File: config.mk
export PLATFORM = sky130hd
export DESIGN_NAME = humidity_sensor_frame_decoder_core
export DESIGN_NICKNAME = d
export VERILOG_FILES = /design/src/rtl/hsfd_pkg.sv /design/src/rtl/hsfd_fifo.sv /design/src/rtl/hsfd_front.sv /design/src/rtl/hsfd_back.sv /design/src/rtl/humidity_sensor_frame_decoder_core.sv
export SDC_FILE = /design/constraint.sdc
export NUM_CORES = 2
export LEC_CHECK = 0
export BUFFER_PORTS_ARGS = -buffer_cell sky130_fd_sc_hd__clkbuf_2
export CAP_MARGIN = 0
export CORE_MARGIN = 2
export CORE_UTILIZATION = 50
export DETAILED_ROUTE_END_ITERATION = 8
export GPL_TIMING_DRIVEN = 0
export PLACE_DENSITY = 0.72
export SLEW_MARGIN = 20
export SYNTH_ARGS = -nofsm -noshare
export SYNTH_HDL_FRONTEND = slang
export SYNTH_HIERARCHICAL = 1
export SYNTH_SLANG_ARGS = --single-unit
File: constraint.sdc
create_clock -name clk -period 11.5 [get_ports clk]
set_input_delay 0.575 -clock clk [delete_from_list [all_inputs] [get_ports clk]]
set_output_delay 0.575 -clock clk [all_outputs]
set_load 0.01 [all_outputs]
File: src/rtl/hsfd_pkg.sv
// Shared types, constants and CRC helper for the humidity sensor frame decoder.
package hsfd_pkg;

  localparam int unsigned CFG_IDX_W  = 3;
  localparam int unsigned CFG_DATA_W = 15;

  typedef enum logic [CFG_IDX_W-1:0] {
    CFG_CHECK_CRC,
    CFG_TEMP_FLOOR,
    CFG_TEMP_CEILING,
    CFG_HUMID_FLOOR,
    CFG_HUMID_CEILING
  } cfg_idx_t;

  // Byte positions inside the six-byte frame
  localparam logic [2:0] POS_TEMP_HI   = 3'd0;
  localparam logic [2:0] POS_TEMP_LO   = 3'd1;
  localparam logic [2:0] POS_TEMP_CRC  = 3'd2;
  localparam logic [2:0] POS_HUMID_HI  = 3'd3;
  localparam logic [2:0] POS_HUMID_LO  = 3'd4;
  localparam logic [2:0] POS_HUMID_CRC = 3'd5;

  localparam logic [7:0] CRC_INIT = 8'hFF;
  localparam logic [7:0] CRC_POLY = 8'h31;

  // Fixed-point conversion constants
  localparam int unsigned TEMP_SCALE   = 17500;
  localparam int unsigned TEMP_OFFSET  = 4500;
  localparam int unsigned HUMID_SCALE  = 10000;
  localparam int unsigned F_OFFSET     = 3200;
  localparam int unsigned DIV5_RECIP   = 52429;  // ceil(2^18 / 5)
  localparam int unsigned DIV5_SHIFT   = 18;

  localparam int unsigned MID_DEPTH_DEF = 2;
  localparam int unsigned OUT_DEPTH_DEF = 8;

  typedef struct packed {
    logic               check_crc;
    logic signed [14:0] temp_floor;
    logic signed [14:0] temp_ceiling;
    logic        [13:0] humid_floor;
    logic        [13:0] humid_ceiling;
  } hsfd_cfg_t;

  localparam hsfd_cfg_t CFG_RESET = '{
    check_crc:     1'b1,
    temp_floor:    -15'sd4000,
    temp_ceiling:  15'sd12500,
    humid_floor:   14'd0,
    humid_ceiling: 14'd10000
  };

  typedef struct packed {
    logic        bad;
    logic [15:0] temp_word;
    logic [15:0] humid_word;
  } hsfd_frame_t;

  typedef struct packed {
    logic               status;
    logic        [15:0] temp_ticks;
    logic        [15:0] humid_ticks;
    logic signed [14:0] temp_centi_c;
    logic signed [15:0] temp_centi_f;
    logic        [13:0] humid_centi_pct;
  } hsfd_result_t;

  // CRC-8, MSB first, one byte
  function automatic logic [7:0] crc_feed(input logic [7:0] crc_in, input logic [7:0] data);
    logic [7:0] c;
    c = crc_in ^ data;
    for (int k = 0; k < 8; k++) begin
      c = c[7] ? ((c << 1) ^ CRC_POLY) : (c << 1);
    end
    return c;
  endfunction

endpackage

File: src/rtl/hsfd_fifo.sv
// Small first-word-fall-through queue with a register array.
module hsfd_fifo #(
  parameter int unsigned WIDTH = 8,
  parameter int unsigned DEPTH = 2
) (
  input  logic             clk,
  input  logic             rst,
  input  logic             push,
  input  logic [WIDTH-1:0] wdata,
  output logic             full,
  input  logic             pop,
  output logic [WIDTH-1:0] rdata,
  output logic             empty
);
  localparam int unsigned PTR_W = (DEPTH > 1) ? $clog2(DEPTH) : 1;
  localparam int unsigned CNT_W = $clog2(DEPTH + 1);

  logic [WIDTH-1:0] mem [DEPTH];
  logic [PTR_W-1:0] wr_ptr;
  logic [PTR_W-1:0] rd_ptr;
  logic [CNT_W-1:0] count;
  logic             do_push;
  logic             do_pop;

  assign full    = (count == CNT_W'(DEPTH));
  assign empty   = (count == '0);
  assign do_push = push && !full;
  assign do_pop  = pop && !empty;
  assign rdata   = mem[rd_ptr];

  always_ff @(posedge clk) begin
    if (rst) begin
      wr_ptr <= '0;
      rd_ptr <= '0;
      count  <= '0;
    end else begin
      if (do_push) begin
        wr_ptr <= (wr_ptr == PTR_W'(DEPTH - 1)) ? '0 : wr_ptr + 1'b1;
      end
      if (do_pop) begin
        rd_ptr <= (rd_ptr == PTR_W'(DEPTH - 1)) ? '0 : rd_ptr + 1'b1;
      end
      case ({do_push, do_pop})
        2'b10:   count <= count + 1'b1;
        2'b01:   count <= count - 1'b1;
        default: count <= count;
      endcase
    end
  end

  always_ff @(posedge clk) begin
    if (do_push) begin
      mem[wr_ptr] <= wdata;
    end
  end

endmodule

File: src/rtl/hsfd_front.sv
// Front end: byte position tracking, word assembly and CRC checking.
module hsfd_front (
  input  logic                 clk,
  input  logic                 rst,
  input  logic                 push,
  input  logic                 q_full,
  input  logic [7:0]           rx_byte,
  input  logic                 frame_start,
  input  logic                 check_crc,
  output logic                 frame_push,
  output hsfd_pkg::hsfd_frame_t frame_out
);
  import hsfd_pkg::*;

  logic [2:0]  position, position_next;
  logic [7:0]  crc_running, crc_running_next;
  logic        temp_crc_good, temp_crc_good_next;
  logic [15:0] temp_word, temp_word_next;
  logic [15:0] humid_word, humid_word_next;
  logic [2:0]  pos_eff;
  logic [7:0]  crc_base;
  logic        accept;

  assign accept = push && !q_full;

  always_comb begin
    pos_eff  = (frame_start || position > POS_HUMID_CRC) ? POS_TEMP_HI : position;
    crc_base = (pos_eff == POS_TEMP_HI) ? CRC_INIT : crc_running;

    position_next      = position;
    crc_running_next   = crc_running;
    temp_crc_good_next = temp_crc_good;
    temp_word_next     = temp_word;
    humid_word_next    = humid_word;
    frame_push         = 1'b0;

    frame_out.bad        = check_crc && (!temp_crc_good || crc_base != rx_byte);
    frame_out.temp_word  = temp_word;
    frame_out.humid_word = humid_word;

    if (accept) begin
      position_next    = (pos_eff == POS_HUMID_CRC) ? POS_TEMP_HI : pos_eff + 3'd1;
      crc_running_next = crc_base;
      unique case (pos_eff)
        POS_TEMP_HI: begin
          temp_crc_good_next = 1'b0;
          temp_word_next     = {rx_byte, 8'h00};
          crc_running_next   = crc_feed(CRC_INIT, rx_byte);
        end
        POS_TEMP_LO: begin
          temp_word_next   = {temp_word[15:8], rx_byte};
          crc_running_next = crc_feed(crc_base, rx_byte);
        end
        POS_TEMP_CRC: begin
          temp_crc_good_next = (crc_base == rx_byte);
          crc_running_next   = CRC_INIT;
        end
        POS_HUMID_HI: begin
          humid_word_next  = {rx_byte, 8'h00};
          crc_running_next = crc_feed(crc_base, rx_byte);
        end
        POS_HUMID_LO: begin
          humid_word_next  = {humid_word[15:8], rx_byte};
          crc_running_next = crc_feed(crc_base, rx_byte);
        end
        POS_HUMID_CRC: begin
          frame_push       = 1'b1;
          crc_running_next = CRC_INIT;
        end
        default: begin
          crc_running_next = crc_base;
        end
      endcase
    end
  end

  always_ff @(posedge clk) begin
    if (rst) begin
      position      <= POS_TEMP_HI;
      crc_running   <= CRC_INIT;
      temp_crc_good <= 1'b0;
      temp_word     <= '0;
      humid_word    <= '0;
    end else begin
      position      <= position_next;
      crc_running   <= crc_running_next;
      temp_crc_good <= temp_crc_good_next;
      temp_word     <= temp_word_next;
      humid_word    <= humid_word_next;
    end
  end

endmodule

File: src/rtl/hsfd_back.sv
// Back end: conversion pipeline, clamping and result queue.
module hsfd_back #(
  parameter int unsigned OUT_DEPTH = hsfd_pkg::OUT_DEPTH_DEF
) (
  input  logic                   clk,
  input  logic                   rst,
  input  hsfd_pkg::hsfd_frame_t  frame_in,
  input  logic                   frame_empty,
  output logic                   frame_pop,
  input  hsfd_pkg::hsfd_cfg_t    cfg,
  output hsfd_pkg::hsfd_result_t res_out,
  output logic                   res_empty,
  input  logic                   res_pop
);
  import hsfd_pkg::*;

  localparam int unsigned RES_W = $clog2(OUT_DEPTH + 1);

  // Slots taken in the result queue plus transactions still in the pipeline
  logic [RES_W-1:0] reserved;
  logic             res_take;
  logic             res_full;

  // Stage 1: scale by constant
  logic        s1_valid, s1_bad;
  logic [15:0] s1_t, s1_h;
  logic [30:0] s1_pt;
  logic [29:0] s1_ph;
  // Stage 2: divide by 65535
  logic               s2_valid, s2_bad;
  logic [15:0]        s2_t, s2_h;
  logic signed [14:0] s2_c;
  logic [13:0]        s2_hp;
  // Stage 3: clamp, form |9C|
  logic               s3_valid, s3_bad, s3_neg;
  logic [15:0]        s3_t, s3_h;
  logic signed [14:0] s3_c;
  logic [13:0]        s3_hp;
  logic [17:0]        s3_m;
  // Stage 4: reciprocal multiply for /5
  logic               s4_valid, s4_bad, s4_neg;
  logic [15:0]        s4_t, s4_h;
  logic signed [14:0] s4_c;
  logic [13:0]        s4_hp;
  logic [33:0]        s4_prod;

  logic [31:0]        t_sum;
  logic [30:0]        h_sum;
  logic [15:0]        c_raw;
  logic signed [14:0] c_cl;
  logic [13:0]        h_cl;
  logic signed [18:0] c_ext, c9;
  logic [15:0]        f_mag;
  logic [15:0]        f_val;
  hsfd_result_t       res_in;

  assign frame_pop = !frame_empty && (reserved < RES_W'(OUT_DEPTH));
  assign res_take  = res_pop && !res_empty;

  always_comb begin
    t_sum = 32'(s1_pt) + 32'(s1_pt >> 16) + 32'd1;
    h_sum = 31'(s1_ph) + 31'(s1_ph >> 16) + 31'd1;
    c_raw = {1'b0, t_sum[30:16]} - 16'(TEMP_OFFSET);

    if (s2_c < cfg.temp_floor) begin
      c_cl = cfg.temp_floor;
    end else if (s2_c > cfg.temp_ceiling) begin
      c_cl = cfg.temp_ceiling;
    end else begin
      c_cl = s2_c;
    end
    if (s2_hp < cfg.humid_floor) begin
      h_cl = cfg.humid_floor;
    end else if (s2_hp > cfg.humid_ceiling) begin
      h_cl = cfg.humid_ceiling;
    end else begin
      h_cl = s2_hp;
    end
    c_ext = 19'(c_cl);
    c9    = (c_ext <<< 3) + c_ext;

    f_mag = s4_prod[DIV5_SHIFT +: 16];
    f_val = s4_neg ? 16'(F_OFFSET) - f_mag : 16'(F_OFFSET) + f_mag;

    if (s4_bad) begin
      res_in        = '0;
      res_in.status = 1'b1;
    end else begin
      res_in.status          = 1'b0;
      res_in.temp_ticks      = s4_t;
      res_in.humid_ticks     = s4_h;
      res_in.temp_centi_c    = s4_c;
      res_in.temp_centi_f    = f_val;
      res_in.humid_centi_pct = s4_hp;
    end
  end

  always_ff @(posedge clk) begin
    if (rst) begin
      s1_valid <= 1'b0;
      s2_valid <= 1'b0;
      s3_valid <= 1'b0;
      s4_valid <= 1'b0;
      reserved <= '0;
    end else begin
      s1_valid <= frame_pop;
      s2_valid <= s1_valid;
      s3_valid <= s2_valid;
      s4_valid <= s3_valid;
      case ({frame_pop, res_take})
        2'b10:   reserved <= reserved + 1'b1;
        2'b01:   reserved <= reserved - 1'b1;
        default: reserved <= reserved;
      endcase
    end
  end

  always_ff @(posedge clk) begin
    s1_bad <= frame_in.bad;
    s1_t   <= frame_in.temp_word;
    s1_h   <= frame_in.humid_word;
    s1_pt  <= 31'(frame_in.temp_word) * 31'(TEMP_SCALE);
    s1_ph  <= 30'(frame_in.humid_word) * 30'(HUMID_SCALE);

    s2_bad <= s1_bad;
    s2_t   <= s1_t;
    s2_h   <= s1_h;
    s2_c   <= c_raw[14:0];
    s2_hp  <= h_sum[29:16];

    s3_bad <= s2_bad;
    s3_t   <= s2_t;
    s3_h   <= s2_h;
    s3_c   <= c_cl;
    s3_hp  <= h_cl;
    s3_neg <= c9[18];
    s3_m   <= c9[18] ? 18'(-c9) : 18'(c9);

    s4_bad  <= s3_bad;
    s4_t    <= s3_t;
    s4_h    <= s3_h;
    s4_c    <= s3_c;
    s4_hp   <= s3_hp;
    s4_neg  <= s3_neg;
    s4_prod <= 34'(s3_m) * 34'(DIV5_RECIP);
  end

  hsfd_fifo #(
    .WIDTH($bits(hsfd_result_t)),
    .DEPTH(OUT_DEPTH)
  ) u_res_q (
    .clk  (clk),
    .rst  (rst),
    .push (s4_valid),
    .wdata(res_in),
    .full (res_full),
    .pop  (res_take),
    .rdata(res_out),
    .empty(res_empty)
  );

endmodule

File: src/rtl/humidity_sensor_frame_decoder_core.sv
// Top level of the humidity sensor frame decoder: config registers, front, queue, back.
//
//  channel  | handshake                    | payload
//  ---------+------------------------------+--------------------------------------------
//  input    | push / full                  | rx_byte, frame_start
//  result   | empty / pop                  | status, temp_ticks, humid_ticks,
//           |                              | temp_centi_c, temp_centi_f, humid_centi_pct
//  config   | cfg_valid / cfg_ready        | cfg_index, cfg_data
//
// One byte is taken per cycle while full is low; the front end updates the frame state in the same cycle.
// After the frame's last byte is taken, the frame passes through the frame queue and the
// four-stage conversion pipeline (three constant multiplies) into the result queue.
// Reset is synchronous and clears positions, CRC state, queues and config to defaults.
// full rises only when the frame queue is full; the back end stalls on result-queue space.
module humidity_sensor_frame_decoder_core #(
  parameter int unsigned MID_DEPTH = hsfd_pkg::MID_DEPTH_DEF,
  parameter int unsigned OUT_DEPTH = hsfd_pkg::OUT_DEPTH_DEF
) (
  input  logic                              clk,
  input  logic                              rst,
  // input byte channel
  input  logic                              push,
  output logic                              full,
  input  logic [7:0]                        rx_byte,
  input  logic                              frame_start,
  // result channel
  output logic                              empty,
  input  logic                              pop,
  output logic                              status,
  output logic [15:0]                       temp_ticks,
  output logic [15:0]                       humid_ticks,
  output logic signed [14:0]                temp_centi_c,
  output logic signed [15:0]                temp_centi_f,
  output logic [13:0]                       humid_centi_pct,
  // config write channel
  input  logic                              cfg_valid,
  output logic                              cfg_ready,
  input  logic [hsfd_pkg::CFG_IDX_W-1:0]    cfg_index,
  input  logic [hsfd_pkg::CFG_DATA_W-1:0]   cfg_data
);
  import hsfd_pkg::*;

  hsfd_cfg_t    cfg;
  hsfd_frame_t  frame_wr;
  hsfd_frame_t  frame_rd;
  hsfd_result_t res;
  logic         frame_push;
  logic         frame_pop;
  logic         mid_full;
  logic         mid_empty;

  // Config writes are always accepted.
  assign cfg_ready = 1'b1;

  // Decode the register index and hold the new value; unknown indexes are dropped.
  always_ff @(posedge clk) begin
    if (rst) begin
      cfg <= CFG_RESET;
    end else if (cfg_valid && cfg_ready) begin
      unique case (cfg_index)
        CFG_CHECK_CRC:     cfg.check_crc     <= cfg_data[0];
        CFG_TEMP_FLOOR:    cfg.temp_floor    <= cfg_data[14:0];
        CFG_TEMP_CEILING:  cfg.temp_ceiling  <= cfg_data[14:0];
        CFG_HUMID_FLOOR:   cfg.humid_floor   <= cfg_data[13:0];
        CFG_HUMID_CEILING: cfg.humid_ceiling <= cfg_data[13:0];
        default:           cfg <= cfg;
      endcase
    end
  end

  // The input side backs up only when the frame queue cannot take a finished frame.
  assign full = mid_full;

  // Front: assemble words, run the CRC, flag bad frames.
  hsfd_front u_front (
    .clk        (clk),
    .rst        (rst),
    .push       (push),
    .q_full     (mid_full),
    .rx_byte    (rx_byte),
    .frame_start(frame_start),
    .check_crc  (cfg.check_crc),
    .frame_push (frame_push),
    .frame_out  (frame_wr)
  );

  // Decouple the byte side from the conversion side.
  hsfd_fifo #(
    .WIDTH($bits(hsfd_frame_t)),
    .DEPTH(MID_DEPTH)
  ) u_frame_q (
    .clk  (clk),
    .rst  (rst),
    .push (frame_push),
    .wdata(frame_wr),
    .full (mid_full),
    .pop  (frame_pop),
    .rdata(frame_rd),
    .empty(mid_empty)
  );

  // Back: convert, clamp and queue results.
  hsfd_back #(
    .OUT_DEPTH(OUT_DEPTH)
  ) u_back (
    .clk        (clk),
    .rst        (rst),
    .frame_in   (frame_rd),
    .frame_empty(mid_empty),
    .frame_pop  (frame_pop),
    .cfg        (cfg),
    .res_out    (res),
    .res_empty  (empty),
    .res_pop    (pop)
  );

  // Spread the head result onto the ports.
  assign status          = res.status;
  assign temp_ticks      = res.temp_ticks;
  assign humid_ticks     = res.humid_ticks;
  assign temp_centi_c    = res.temp_centi_c;
  assign temp_centi_f    = res.temp_centi_f;
  assign humid_centi_pct = res.humid_centi_pct;

endmodule

==> impl_metrics.tcl <==
set metrics [dict create \
    status "complete, no violations" \
    route.detailed.drc 0 \
    overflow 0 \
    synth_compound_area_share_pct 5.310 \
    clockBufferDepth 3 \
    path_common_cell "inv_1" \
    ys.flop_type "edfxtp_1" \
    setup_viol 0 \
    gp_congestion 0.8924 \
    rsz0062_at_grt "false" \
    fin_worst_skew_ns 0.05135 \
    post-route-util_pct 56.84 \
    synth_cells 3903 \
    cts_hold_buf 0 \
    insertion_delay_ns 0.70 \
    holdWs_ns 0.1481 \
    cp-end-kind "flip-flop" \
    synth_adder_area_share_pct 16.28 \
    p_clk_share_pct 26.9 \
    antenna_found_initial 18 \
    switching_share_pct 34.09 \
    cts-root-buf "clkbuf_16" \
    nets 4817 \
    worstPathRequired_ns 12.07 \
    first_pass_iters 7 \
    drive_above_1_share_pct 16.77 \
    ff2ff_setup_slack_ns 4.40 \
    grt_pass1_wl_um 179000 \
    htree_levels 3 \
    slowest_delay_ns 0.55 \
    cap_violations 0 \
    hold_depth 3 \
    coreArea_um2 107100 \
    reg2reg_depth 26 \
    min_to "cfg[42]$_SDFFE_PP0P_" \
    die_y_um 332.5 \
    crit_slowest_cell "mux2_1" \
    yosysSeqAreaShare_pct 54.39 \
    netlist_area_um2 53960 \
    cts_tree "done" \
    postSynthAreaPerCell_um2 13.82 \
    regArea_um2 29350 \
    initialDrtViolationCount 2258 \
    p_seq_share_pct 33.1 \
    synth_top_family_by_area "adder cells" \
    synth_seq_cells 1121 \
    cts.sinks 1121 \
    power_frac_comb_pct 39.9 \
    row_count 120 \
    dieWidth_um 332.5 \
    cts_setup_buffers 0 \
    clk_pin_slew_ns 0.07 \
    hold_viol 0 \
    p_leak_nw 24.50 \
    dp_hpwl_um 84320 \
    power.internal_mw 8.989 \
    yosysUniqueCellTypes 108 \
    period_minus_slack_ns 7.098 \
    grt_max_degree 34 \
    via_count 30750 \
    worst_ep_arrival_time_ns 7.66 \
    routed_wl_um 115000 \
    worstHoldStart "cfg_data[14]" \
    cellPowerDensity_nw_per_um2 224.1 \
    start_util_pct 50.40 \
    worst_pin_slew_ns 1.062 \
    crit_cells 26 \
    cts-buffers-inserted 109 \
    ant_nets 0 \
    die-area_um2 110600 \
    switching_power_mw 4.649 \
    synth-edff-count 690 \
    finalMaxSlewViolations 0 \
    crit_family "adder cells" \
    wl_per_cell_um 20.20 \
    vias_per_cell 5.402 \
    port_buffers 103 \
    fillers 8405 \
    crit_type "reg -> reg" \
    async_flop_share_pct 0 \
    regToRegEndpoint "u_back/s1_pt[30]$_DFF_P_" \
    synthMuxAreaShare_pct 10.60 \
    grt_use_total_pct 20.92 \
    multi_input_area_um2 22180 \
    power_mw 13.64 \
    max_freq_mhz 140.9 \
    cts.repair.resized 0 \
    cp.buffers_inverters 6 \
    slew_headroom_pct 28.45 \
    cp-start-kind "flip-flop" \
    peakVddDrop_mv 0.4635 \
    synth_simple_gate_area_share_pct 5.978 \
    crit_fanout 10 \
    area_growth_pct 12.77 \
    min-delay-path-class "in -> reg" \
    ios 113 \
    ys_warn_count 6 \
    first_global_vias 31166 \
    post-route-period-util_pct 61.72 \
    synthXorXnorAreaFrac_pct 2.834 \
    syn-num-nets 4527 \
]
-- kinds of logic after synthesis --
logic type	Yosys count
DFF	1121
and+or+nand+nor	617
buffers and inverters	607
adders and majority gates	597
AOI/OAI and AO/OA	432
muxes	362
xor gates and xnor gates	166
other	1
-- state kept, by name (all words and copies together), names as in the netlist, 17 cells and up, named ones only --
| signal | flops |
|---|---|
| u_back/u_res_q/mem | 624 |
| u_frame_q/mem | 66 |
| cfg | 59 |
| u_back/s1_pt | 28 |
| u_back/s1_ph | 22 |
| u_back/s3_m | 18 |
| u_back/s4_prod | 17 |
-- worst register-to-register path, delay by kind of cell (launching register included) --
family	cells	cell delay, ns
compound gates	11	2.35
fa+ha+maj	6	2.41
buf+inv	6	0.85
flops	1	0.30
mux	1	0.55
simple gates	2	0.52
-- layout make-up --
class | count | area share, %
inverter | 481 | 2.967
buffer | 126 | 1.108
antenna | 1 | 0.004112
clock buffer | 139 | 4.904
sequential | 1121 | 48.23
timing repair buffer | 179 | 2.167
tap | 1403 | 2.885
multi-input combinational | 2175 | 36.45
clock inverter | 67 | 1.285
-- metrics by stage --
stage,TNS [ns],setup slack [ns],std cells,cell area [um^2]
6_report,0,4.402,5692,60850
5_1_grt,0,3.970,5692,60850
4_1_cts,0,4.397,5691,60850
3_5_place_dp,0,4.468,5485,57080
3_3_place_gp,-604.73,-4.935,5409,56230
2_1_floorplan,0,2.543,3903,53960
-- layout by cell type (no fill, tap or decap), types with 36 or more instances in the layout --
cell type and n:
edfxtp_1 690, inv_1 479, dfxtp_1 431, ha_1 415, nor2_1 210, fa_1 177, mux4_2 156, a21oi_1 141
clkbuf_16 112, xnor2_1 108, clkbuf_2 104, mux2_2 99, mux2i_1 91, nand2_1 83, clkbuf_1 82, nor2b_1 81
nand2b_1 76, o21ai_0 76, xor2_1 52, a21o_1 48, buf_4 46, nor3_1 36
-- power by group through the flow --
stage	registers, mW	clock network [mW]	logic [mW]
3_3_place_gp	4.60	0	5.28
2_1_floorplan	4.58	0	4.13
5_1_grt	4.53	3.90	6.25
3_5_place_dp	4.61	0	5.43
4_1_cts	4.52	3.74	5.48
6_report	4.52	3.67	5.45
-- synthesized netlist by cell type, drive strengths merged (85+ instances only) --
library cell	count	area [um^2]
inv	481	1805
ha	415	5192
mux4	156	3513
mux2	115	1295
mux2i	91	910.9
dfxtp	431	8628
a21oi	143	723.2
nor2	215	817.0
o21ai	85	429.2
edfxtp	690	20720
xnor2	111	1006
fa	177	3543
-- worst max path at each step --
| stage | endpoint | start | slack [ns] |
|---|---|---|---|
| finish | u_back/s1_pt[30]$_DFF_P_ | flip-flop | 4.40 |
| global route | u_back/s1_pt[30]$_DFF_P_ | flip-flop | 3.97 |
| CTS | u_back/s1_pt[30]$_DFF_P_ | flip-flop | 4.40 |
| detailed placement | u_back/s1_pt[30]$_DFF_P_ | flip-flop | 4.47 |
| global placement | u_back/u_res_q/mem[0][24]$_DFFE_PP_ | u_back/u_res_q/count[0]$_SDFFE_PP0P_ | -4.93 |
| floorplan | u_back/u_res_q/mem[0][0]$_DFFE_PP_ | u_back/u_res_q/count[0]$_SDFFE_PP0P_ | 2.54 |
-- metal layers --
layer  GRT usage (%)  part of all wire [%]  vias up
li1                -                     -    14476
met5               0                 0.069        -
met1           28.98                    44    15276
met3           4.104                   6.3      169
met2           34.01                    47      815
met4           5.203                   2.0       14
No activity file was read; power rests on OpenSTA's default activity.
